**config.mk**
```make
export PLATFORM = sky130hd
export DESIGN_NAME = pidc_ctrl
export DESIGN_NICKNAME = d
export VERILOG_FILES = /design/src/design/pidc_pkg.sv /design/src/design/pidc_ctrl.sv
export SDC_FILE = /design/constraint.sdc
export NUM_CORES = 1
export LEC_CHECK = 0
export ABC_CLOCK_PERIOD_IN_PS = 2540
export BUFFER_PORTS_ARGS = -buffer_cell sky130_fd_sc_hd__clkbuf_2
export CORE_AREA = 2 2 39 41
export DETAILED_ROUTE_END_ITERATION = 16
export DIE_AREA = 0 0 41 43
export GPL_TIMING_DRIVEN = 0
export HOLD_SLACK_MARGIN = 0.1
export PLACE_DENSITY = 0.72
export SLEW_MARGIN = 20
export SYNTH_ARGS = -nofsm -noshare
export SYNTH_HDL_FRONTEND = slang
export SYNTH_SLANG_ARGS = --single-unit
export TNS_END_PERCENT = 20
```
**constraint.sdc**
```tcl
create_clock -name aclk -period 2.54 [get_ports aclk]
set_input_delay 0.381 -clock aclk [delete_from_list [all_inputs] [get_ports aclk]]
set_output_delay 0.381 -clock aclk [all_outputs]
set_load 0.02 [all_outputs]
```
**src/design/pidc_pkg.sv**
```systemverilog
package pidc_pkg;

    // Q16.16 limits and the reset values of the bound registers.
    localparam logic signed [31:0] Q_MAX          = 32'sh7FFF_FFFF;
    localparam logic signed [31:0] Q_MIN          = 32'sh8000_0000;
    localparam logic signed [31:0] BOUND_LOW_RST  = 32'shFFFF_0000;
    localparam logic signed [31:0] BOUND_HIGH_RST = 32'sh0001_0000;

    // Quotient bits produced by the divider: a 33-bit error change scaled by 2^16.
    localparam int DIV_STEPS = 49;

    // Configuration register indexes.
    typedef enum logic [2:0] {
        CFG_GAIN_P,
        CFG_GAIN_I,
        CFG_GAIN_D,
        CFG_DRIVE_LOW,
        CFG_DRIVE_HIGH,
        CFG_ACCUM_LOW,
        CFG_ACCUM_HIGH
    } cfg_idx_t;

    // Sequencer states.
    typedef enum logic [3:0] {
        ST_IDLE,
        ST_REJ,
        ST_ERR,
        ST_MUL_P,
        ST_WB_P,
        ST_MUL_E,
        ST_WB_E,
        ST_ACC,
        ST_MUL_I,
        ST_WB_I,
        ST_DIV_WAIT,
        ST_MUL_D,
        ST_WB_D,
        ST_SUM,
        ST_FIN
    } state_t;

    // Operand pair for the shared multiplier.
    typedef enum logic [1:0] {
        MS_P,
        MS_E,
        MS_I,
        MS_D
    } mul_sel_t;

    // Destination of a scaled product.
    typedef enum logic [2:0] {
        WB_NONE,
        WB_P,
        WB_E,
        WB_I,
        WB_D
    } wb_sel_t;

    // Commands from the sequencer to the datapath.
    typedef struct packed {
        logic     ld_in;
        logic     ld_err;
        logic     div_start;
        logic     mul_en;
        mul_sel_t mul_sel;
        wb_sel_t  wb_sel;
        logic     acc_upd;
        logic     sum_ld;
        logic     out_ld;
        logic     out_rej;
    } dp_cmd_t;

    // Status from the datapath to the sequencer.
    typedef struct packed {
        logic dt_bad;
        logic have_last;
        logic div_busy;
        logic div_done;
    } dp_stat_t;

    // Take a Q32.32 product back to Q16.16: floor shift by 16, then saturate.
    function automatic logic signed [31:0] qsat(input logic signed [63:0] prod);
        logic [47:0] sh;
        sh = prod[63:16];
        if (sh[47:31] != {17{sh[47]}}) begin
            return sh[47] ? Q_MIN : Q_MAX;
        end
        return sh[31:0];
    endfunction

    // Clamp a wide sum to a pair of bounds that may be given in either order.
    function automatic logic signed [31:0] clamp_ord(input logic signed [33:0] x,
                                                     input logic signed [31:0] a,
                                                     input logic signed [31:0] b);
        logic signed [31:0] lo;
        logic signed [31:0] hi;
        logic signed [33:0] lo_x;
        logic signed [33:0] hi_x;
        lo   = (a < b) ? a : b;
        hi   = (a < b) ? b : a;
        lo_x = {{2{lo[31]}}, lo};
        hi_x = {{2{hi[31]}}, hi};
        if (x < lo_x) begin
            return lo;
        end
        if (x > hi_x) begin
            return hi;
        end
        return x[31:0];
    endfunction

endpackage

```
**src/design/pidc_ctrl.sv**
```systemverilog
module pidc_ctrl (
    input  logic               aclk,
    input  logic               aresetn,
    input  logic               s_tvalid,
    output logic               s_tready,
    output logic               m_tvalid,
    input  logic               m_tready,
    input  pidc_pkg::dp_stat_t stat,
    output pidc_pkg::dp_cmd_t  cmd
);
    import pidc_pkg::*;

    state_t state_reg;
    state_t state_next;
    logic   m_tvalid_reg;
    logic   m_tvalid_next;
    logic   out_free;

    // State and output-valid registers.
    always_ff @(posedge aclk) begin
        if (!aresetn) begin
            state_reg    <= ST_IDLE;
            m_tvalid_reg <= 1'b0;
        end else begin
            state_reg    <= state_next;
            m_tvalid_reg <= m_tvalid_next;
        end
    end

    assign out_free = !m_tvalid_reg || m_tready;

    // Next state and datapath commands.
    always_comb begin
        state_next  = state_reg;
        cmd         = '0;
        cmd.mul_sel = MS_P;
        cmd.wb_sel  = WB_NONE;
        s_tready    = 1'b0;

        unique case (state_reg)
            ST_IDLE: begin
                s_tready = 1'b1;
                if (s_tvalid) begin
                    cmd.ld_in  = 1'b1;
                    state_next = stat.dt_bad ? ST_REJ : ST_ERR;
                end
            end
            ST_REJ: begin
                if (out_free) begin
                    cmd.out_ld  = 1'b1;
                    cmd.out_rej = 1'b1;
                    state_next  = ST_IDLE;
                end
            end
            ST_ERR: begin
                cmd.ld_err = 1'b1;
                state_next = ST_MUL_P;
            end
            ST_MUL_P: begin
                cmd.mul_en    = 1'b1;
                cmd.mul_sel   = MS_P;
                cmd.div_start = stat.have_last;
                state_next    = ST_WB_P;
            end
            ST_WB_P: begin
                cmd.wb_sel = WB_P;
                state_next = ST_MUL_E;
            end
            ST_MUL_E: begin
                cmd.mul_en  = 1'b1;
                cmd.mul_sel = MS_E;
                state_next  = ST_WB_E;
            end
            ST_WB_E: begin
                cmd.wb_sel = WB_E;
                state_next = ST_ACC;
            end
            ST_ACC: begin
                cmd.acc_upd = 1'b1;
                state_next  = ST_MUL_I;
            end
            ST_MUL_I: begin
                cmd.mul_en  = 1'b1;
                cmd.mul_sel = MS_I;
                state_next  = ST_WB_I;
            end
            ST_WB_I: begin
                cmd.wb_sel = WB_I;
                state_next = ST_DIV_WAIT;
            end
            ST_DIV_WAIT: begin
                // No derivative on the first accepted step after reset.
                if (!stat.have_last) begin
                    state_next = ST_SUM;
                end else if (stat.div_done) begin
                    state_next = ST_MUL_D;
                end
            end
            ST_MUL_D: begin
                cmd.mul_en  = 1'b1;
                cmd.mul_sel = MS_D;
                state_next  = ST_WB_D;
            end
            ST_WB_D: begin
                cmd.wb_sel = WB_D;
                state_next = ST_SUM;
            end
            ST_SUM: begin
                cmd.sum_ld = 1'b1;
                state_next = ST_FIN;
            end
            ST_FIN: begin
                if (out_free) begin
                    cmd.out_ld = 1'b1;
                    state_next = ST_IDLE;
                end
            end
            default: begin
                state_next = ST_IDLE;
            end
        endcase
    end

    // The output register fills on a load and empties on a transfer.
    always_comb begin
        if (cmd.out_ld) begin
            m_tvalid_next = 1'b1;
        end else if (m_tready) begin
            m_tvalid_next = 1'b0;
        end else begin
            m_tvalid_next = m_tvalid_reg;
        end
    end

    assign m_tvalid = m_tvalid_reg;

endmodule

```
-- After elaboration in Yosys (flattened, before gate mapping)
Index checks and enable logic that the tools add are counted.
- equality and inequality tests: 17
- muxes and demuxes: 21
- reduce and logical (&&, ||, !) cells: 6
- operators with widths (kind ; number):
    4-bit one-hot mux with 14 select lines ; 1
    4-bit == test (second input constant) ; 7
    3-bit one-hot mux with 4 select lines ; 2
    4-bit by 3-bit == test with 1-bit output (second input constant) ; 4
    4-bit 2-to-1 mux ; 4
    1-bit 2-to-1 mux ; 11
    4-bit by 2-bit == test with 1-bit output (second input constant) ; 2
    4-bit by 1-bit == test with 1-bit output (second input constant) ; 1
    4-bit zero test ; 1
    2-bit 2-to-1 mux ; 2
    3-bit inequality test (second input constant) ; 1
    3-bit AND reduction ; 1
    2-bit by 1-bit inequality test with 1-bit output (second input constant) ; 1
    2-bit inequality test (second input constant) ; 1
    1-bit one-hot mux with 2 select lines ; 1
    2-bit nonzero test ; 1
    2-bit OR reduction ; 1
    1-bit zero test ; 1
    1-bit logical OR ; 1
- flip-flop bits (word level): 5
- input port bits: 8
- output and inout bits: 15
- word-level logic and storage cells: 46

-- Logic depth before layout (Yosys ltp)
Gate-level depths: netlist of the first run.
- word-level depth: 5
- gate-level depth with buffers: 5
- gate-level depth less buffers: 4

-- Worst setup path before layout of the first run
Ideal clock, no wire load.
- path kind: register to output
- from: register state_reg[2]
- to: output cmd[0] (netlist name)
- arrival time: 1.152 ns
- required time: 2.159 ns
- path slack: 1.007 ns
- cell stages (with the launch flop): 3
- cells stage by stage: dfxtp_1 > or2_2 > nor3_1
- RTL lines (element ; RTL line ; source):
    start: declaration ; pidc_ctrl.sv:13 ; state_t state_reg;
    start signal: assignment ; pidc_ctrl.sv:25 ; state_reg <= state_next;
    end: declaration ; pidc_ctrl.sv:9 ; output pidc_pkg::dp_cmd_t cmd

==> results of run 1 <==
[power breakdown]
group | total [mW] | internal (mW) | switching [mW]
combinational | 0.519 | 0.204 | 0.315
clock | 0.0887 | 0.0592 | 0.0296
sequential | 0.132 | 0.106 | 0.0263
total | 0.740 | 0.369 | 0.371
[per-layer routing]
layer / vias up / GRT usage / share of wire
li1: 284 / - / -
met5: - / 0 / 0
met2: 18 / 0.269 / 0.50
met4: 0 / 0.0600 / 0.0096
met1: 235 / 0.237 / 0.44
met3: 2 / 0.0471 / 0.050
[through the flow]
stage	std cells	setup WS (ns)	total power, mW	hold WS (ns)
2_1_floorplan	64	1.01	0.529	0.499
3_3_place_gp	101	0.842	0.645	0.681
3_5_place_dp	101	0.821	0.656	0.681
4_1_cts	105	0.559	0.748	0.428
5_1_grt	105	0.436	0.817	0.447
6_report	105	0.588	0.740	0.439
[placed cells by master, fill, tap and decap left out]
| cell type | Yosys | routed |
|---|---|---|
| or2b_4 | 1 | 1 |
| a311oi_1 | 1 | 1 |
| mux2i_1 | 3 | 3 |
| buf_2 | 2 | 2 |
| clkbuf_2 | 0 | 21 |
| nor4b_2 | 1 | 1 |
| inv_1 | 2 | 2 |
| clkbuf_4 | 0 | 3 |
| nand3b_1 | 1 | 1 |
| nand2_1 | 5 | 5 |
| a221oi_4 | 1 | 1 |
| o21a_1 | 2 | 2 |
| nand2b_2 | 1 | 1 |
| and2_1 | 2 | 2 |
| and3_1 | 2 | 2 |
| a21oi_1 | 4 | 4 |
| nor2b_1 | 4 | 4 |
| buf_4 | 1 | 1 |
| and3b_1 | 1 | 1 |
| dfxtp_1 | 5 | 5 |
| clkbuf_1 | 2 | 3 |
| nor3_2 | 1 | 1 |
| or2_2 | 1 | 1 |
| a2bb2oi_1 | 1 | 1 |
| nand2b_1 | 3 | 3 |
| o31ai_1 | 1 | 1 |
| o22ai_4 | 1 | 1 |
| nor2_1 | 6 | 6 |
| nor3_1 | 3 | 3 |
| o22ai_1 | 4 | 4 |
| o21ai_0 | 2 | 2 |
[cells by family after synthesis]
group | count (synthesis) | share of synthesized area
simple gates | 32 | 0.388
compound gates | 17 | 0.285
buf+inv | 7 | 0.0655
flops | 5 | 0.202
mux | 3 | 0.0605
[worst max path at each step]
| stage | startpoint | end | slack, ns | cells past startpoint |
|---|---|---|---|---|
| after global routing | state_reg[0] | cmd[9] | 0.44 | 5 |
| after global placement | state_reg[0] | cmd[1] | 0.84 | 5 |
| final | state_reg[0] | cmd[1] | 0.59 | 5 |
| after floorplan | state_reg[2] | cmd[0] | 1.01 | 2 |
| after detailed placement | state_reg[0] | cmd[1] | 0.82 | 5 |
| after CTS | state_reg[0] | cmd[1] | 0.56 | 5 |
[worst max-delay path: stages, from the launching register on]
cell,delay (ns)
dfxtp_1,0.39
or2b_4,0.33
o22ai_4,0.20
nor2b_1,0.16
buf_4,0.10
clkbuf_2,0.15
[final cells by class]
class                      count  area (µm²)  area share
multi-input combinational     52         364       0.562
timing repair buffer          21         105       0.162
sequential                     5         100       0.154
clock buffer                   4        26.3      0.0405
buffer                         5        25.0      0.0386
tap                           16        20.0      0.0309
inverter                       2        7.51      0.0116
==> key figures, run 1 <==
Clock network
  – Clock slew at reported path FFs: 0.04 ns
  – CTS tree: built
  – CTS Buf Count: 3
  – # resized after CTS: 0
  – Post-CTS setup buffer count: 0
  – Clock Latency Late Sink: 0.24 ns
  – H-tree Lvls: 1
  – Clock Sinks: 5
  – Hold_buf cts: 0
  – Longest Clk Path Bufs: 2
  – Root buffer cell: clkbuf_4

Cells and area
  – Share of layout cells above drive strength 1: 0.382
  – Final Instance Area: 648 µm²
  – Max reg flops: 4
  – Antenna diode count: 0
  – Final Core Density: 0.468
  – Nets: 98
  – Filler instances: 144
  – Area growth syn-to-layout: 30.5%

Power
  – Leak: 0.302 nW
  – Cell area power density: 1140 nW/µm²
  – Max VDD drop: 0.478 mV

Logic synthesis
  – Syn avg cell area: 7.76 µm²
  – Post-synth top cells: 6 x nor2_1, 5 x dfxtp_1, 5 x nand2_1
  – Number of flops mapped to enable cells by yosys: 0
  – Syn nets: 72
  – Cell count after synthesis: 64
  – Post-synth ARST share: 0
  – Register area share after synthesis: 0.202
  – Synth Warn #: 0
  – Seq cells post-synth: 5
  – Cell with the most instances after synthesis: nor2_1
  – Yosys top cell area share: 0.202
  – Top_reg_cell synth: dfxtp_1
  – Leading area contributor after synthesis: dfxtp_1
  – Dominant cells by area after synthesis: dfxtp_1 20%, mux2i_1 6.0%, a221oi_4 5.3%
  – Area of the mapped netlist: 497 µm²
  – Netlist cell types: 29

STA
  – Setup Viol. Count Final: 0
  – Setup TNS: 0 ns
  – Slew @ Worst Pin: 0.396 ns
  – Fmax: 0.512 GHz
  – RSZ-0062 raised after global routing: no
  – Worst slew margin: 0.736
  – Fin crit period: 1.95 ns
  – Clk_skew: 0.000344 ns
  – Count of final max-slew check failures: 0
  – Final hold vios: 0
  – Final period util: 0.769

Setup path
  – Crit start category: register
  – Critical R2R Launch: state_reg[2]
  – Reg2Reg Setup Slack: 1.10 ns
  – Reg2Reg Depth: 5
  – Critical path type: register to output pin
  – Reg2Reg Capture Point: state_reg[0]
  – Critical path peak fanout: 7
  – Worst path required time: 2.16 ns
  – Crit end category: output pin
  – Arrival time at the worst endpoint: 1.57 ns

Placed design
  – IO Port Bufs: 21
  – Placed inst area: 622 µm²
  – DPL Wire Length: 981 µm
  – Routability cong.: 0.861

Floorplanning
  – DIE HEIGHT: 43 µm
  – Die ar.: 1760 µm²
  – Core area: 1380 µm²
  – Die W: 41 µm
  – Rows: 14
  – Initial core utilization: 0.359
  – Top Ports: 23

Routing
  – Vias: 539
  – DR iter-0 viols: 11
  – DRT antenna net count: 0
  – DRT Wirelength: 1250 µm
  – Vias per inst: 5.13
  – Drt first pass iters: 4
  – WL/cell: 11.9 µm
  – DRC Markers: 0

Hold path
  – Min-Delay Endpoint: m_tvalid
  – Worst Hold Class: primary input to register
  – Hold_sp: aresetn
  – Hold depth: 2

GRT
  – GRT overflow: 0
  – Global-route usage over all layers: 0.179
  – Antenna violations before repair: 0
  – Pin count of the biggest net entering global routing: 11
  – First-pass GRT wire length: 2160 µm
  – Vias in the first global route: 507

Flow run
  – Max Cap Viol: 0

Run status
  – Run status: complete, no violations
(Power assumes the default switching activity.)
==> inputs of run 2 (changes only) <==
--- a/config.mk
+++ b/config.mk
@@ -5,14 +5,15 @@
 export SDC_FILE = /design/constraint.sdc
 export NUM_CORES = 1
 export LEC_CHECK = 0
-export ABC_CLOCK_PERIOD_IN_PS = 2540
+export ABC_AREA = 1
+export ABC_CLOCK_PERIOD_IN_PS = 1700
 export BUFFER_PORTS_ARGS = -buffer_cell sky130_fd_sc_hd__clkbuf_2
 export CORE_AREA = 2 2 39 41
 export DETAILED_ROUTE_END_ITERATION = 16
 export DIE_AREA = 0 0 41 43
 export GPL_TIMING_DRIVEN = 0
 export HOLD_SLACK_MARGIN = 0.1
-export PLACE_DENSITY = 0.72
+export PLACE_DENSITY = 0.75
 export SLEW_MARGIN = 20
 export SYNTH_ARGS = -nofsm -noshare
 export SYNTH_HDL_FRONTEND = slang
==> constraint.sdc (replaced) <==
create_clock -name aclk -period 1.7 [get_ports aclk]
set_input_delay 0.255 -clock aclk [delete_from_list [all_inputs] [get_ports aclk]]
set_output_delay 0.255 -clock aclk [all_outputs]
set_load 0.02 [all_outputs]
==> run 2 against run 1 <==
Register-to-register slack got worse by 0.66 ns. Synthesized cell count increased by 42%. Critical endpoint unchanged. Largest cell class unchanged. Worst setup slack got worse by 0.50 ns. Critical path type unchanged. Count of clock-buffer cells in the layout unchanged.
==> key figures, run 2 <==
Power
  – Seq pwr share: 0.219
  – Leak: 0.409 nW
  – Cell area power density: 1580 nW/µm²
  – Sw Share: 0.540
  – Max VDD drop: 0.671 mV
  – P_sw: 0.569 mW
  – Internal power: 0.484 mW
  – Clock Power Share: 0.126
  – Part of the power in combinational logic: 0.655

Placed design
  – DPL Wire Length: 1000 µm
  – Dpl ws: 0.267 ns
  – Routability cong.: 0.823
  – IO Port Bufs: 21

Hold path
  – Worst Hold Class: primary input to register

Routing
  – DR iter-0 viols: 5
  – Vias: 604
  – WL/cell: 8.98 µm
  – Drt first pass iters: 4
  – Vias per inst: 4.58
  – DRT Wirelength: 1190 µm
  – DRT antenna net count: 0
  – DRC Markers: 0

STA
  – Slew @ Worst Pin: 0.343 ns
  – Fin crit period: 1.62 ns
  – Setup TNS: 0 ns
  – Count of final max-slew check failures: 0
  – Worst hold margin: 0.254 ns
  – Final period util: 0.951
  – RSZ-0062 raised after global routing: no
  – Worst slew margin: 0.770
  – Final WS setup: 0.0836 ns
  – Final hold vios: 0
  – Setup Viol. Count Final: 0
  – Fmax: 0.619 GHz
  – Clk_skew: 0.00192 ns

Logic synthesis
  – Mux contribution to synthesized area: 0
  – Post-synth ARST share: 0
  – Syn nets: 99
  – Seq cells post-synth: 5
  – Adder-cell share of the synthesized area: 0
  – Main combinational cell family by area after synthesis: simple AND/OR/NAND/NOR gates
  – Top_reg_cell synth: dfxtp_1
  – Post-synth top cells: 21 x nand2_1, 14 x inv_1, 13 x nor2_1
  – Post-synthesis simple-gate area fraction: 0.563
  – Synth Warn #: 0
  – Area fraction in compound gates after synthesis: 0.0968
  – Register area share after synthesis: 0.199
  – Netlist cell types: 17
  – Leading area contributor after synthesis: dfxtp_1
  – Area of the mapped netlist: 504 µm²
  – Cell count after synthesis: 91
  – Number of flops mapped to enable cells by yosys: 0
  – Post-Synth XOR/XNOR Area: 0
  – Yosys top cell area share: 0.199
  – Syn avg cell area: 5.54 µm²
  – Cell with the most instances after synthesis: nand2_1
  – Dominant cells by area after synthesis: dfxtp_1 20%, nand2_1 16%, nand3_1 11%

Clock network
  – Clock Latency Late Sink: 0.24 ns
  – Post-CTS setup buffer count: 0
  – H-tree Lvls: 1
  – Clock Sinks: 5
  – Clock slew at reported path FFs: 0.04 ns
  – Longest Clk Path Bufs: 2
  – CTS Buf Count: 3
  – CTS tree: built
  – Hold_buf cts: 0
  – Root buffer cell: clkbuf_4

GRT
  – Pin count of the biggest net entering global routing: 8
  – Met1 Track Usage GR: 0.175
  – M3 GR Usage: 0.0157
  – Met2 layer usage reported by global route: 0.259
  – Global-route usage over all layers: 0.153
  – Busiest layer in global routing: met2
  – First-pass GRT wire length: 1870 µm
  – GRT overflow: 0
  – Vias in the first global route: 509
  – Antenna violations before repair: 0

Run status
  – Run status: complete, no violations

Flow run
  – Max Cap Viol: 0

Floorplanning
  – Core area: 1380 µm²
  – Die ar.: 1760 µm²
  – Die W: 41 µm
  – Rows: 14
  – Initial core utilization: 0.364
  – Top Ports: 23
  – DIE HEIGHT: 43 µm

Setup path
  – Crit end category: output pin
  – Worst path required time: 1.44 ns
  – Critical path peak fanout: 6
  – Crit start category: register
  – Arrival time at the worst endpoint: 1.36 ns
  – Critical path type: register to output pin

Cells and area
  – Most frequent cells in the layout: 21 x nand2_1, 21 x clkbuf_2, 14 x inv_1
  – Max reg flops: 4
  – Share of layout cells above drive strength 1: 0.371
  – Antenna diode count: 0
  – Area growth syn-to-layout: 32.3%
  – Filler instances: 158
  – Nets: 125
==> run 2: cell types whose count changed after synthesis, moves of 3 or more <==
| cell | before | now |
|---|---|---|
| inv_1 | 2 | 14 |
| inv_2 | 0 | 3 |
| mux2i_1 | 3 | 0 |
| nand2_1 | 5 | 21 |
| nand2_2 | 0 | 5 |
| nand2b_1 | 3 | 0 |
| nand3_1 | 0 | 11 |
| nor2_1 | 6 | 13 |
| nor2b_1 | 4 | 0 |
| o22ai_1 | 4 | 0 |
==> run 2: timing repair <==
item	in CTS	in global routing
resized for setup	0	5
hold endpoints to repair	0	0
setup endpoints to repair	0	4
==> run 2: metal layers <==
layer | vias to the layer above | wire [µm] | part of all wire
met5 | - | 0 | 0
met4 | 0 | 0 | 0
met3 | 0 | 34 | 0.029
met2 | 8 | 642 | 0.54
met1 | 262 | 509 | 0.43
li1 | 334 | - | -
==> run 2: cell families after synthesis <==
family | Yosys count
flip-flops | 5
buffers and inverters | 18
AND/OR/NAND/NOR | 59
AO/OA/AOI/OAI | 9
==> run 2: layout make-up <==
type	count	area [µm²]	share of cell area
Multi-Input combinational cell	68	340	0.510
Timing Repair Buffer	21	105	0.158
Sequential cell	5	104	0.156
Inverter	17	63.8	0.0957
Clock buffer	4	26.3	0.0394
Tap cell	16	20.0	0.0300
Buffer	1	7.51	0.0113
==> run 2: path summary, 6_finish.rpt <==
check             cells past startpoint            to  slack [ns]         start
setup / recovery                      7        cmd[1]        0.08  state_reg[1]
hold / removal                        3      m_tvalid        0.25       aresetn
setup reg to reg                      7  state_reg[2]        0.44  state_reg[3]
hold reg to reg                       2  state_reg[1]        0.53  state_reg[1]
==> run 2: power by group through the flow <==
stage	registers (mW)	clock network (mW)	logic (mW)
after global placement	0.221	0	0.676
after floorplan	0.218	0	0.518
after global routing	0.240	0.146	0.771
final	0.231	0.133	0.690
after detailed placement	0.223	0	0.685
after CTS	0.220	0.140	0.688
==> run 2: through the flow <==
| stage | power, mW | utilization | instances | instance area (µm²) |
|---|---|---|---|---|
| 4_1_cts | 1.05 | 0.474 | 132 | 656 |
| 3_3_place_gp | 0.898 | 0.455 | 128 | 629 |
| 6_report | 1.05 | 0.482 | 132 | 667 |
| 5_1_grt | 1.16 | 0.482 | 132 | 667 |
| 3_5_place_dp | 0.908 | 0.455 | 128 | 629 |
| 2_1_floorplan | 0.736 | - | 91 | 504 |
==> run 2: worst max-delay path, stage by stage, from the launching register on <==
cell	delay [ns]
dfxtp_2	0.35
inv_1	0.14
nand2_2	0.09
inv_2	0.08
nand2_2	0.07
a21oi_1	0.13
buf_4	0.11
clkbuf_2	0.15
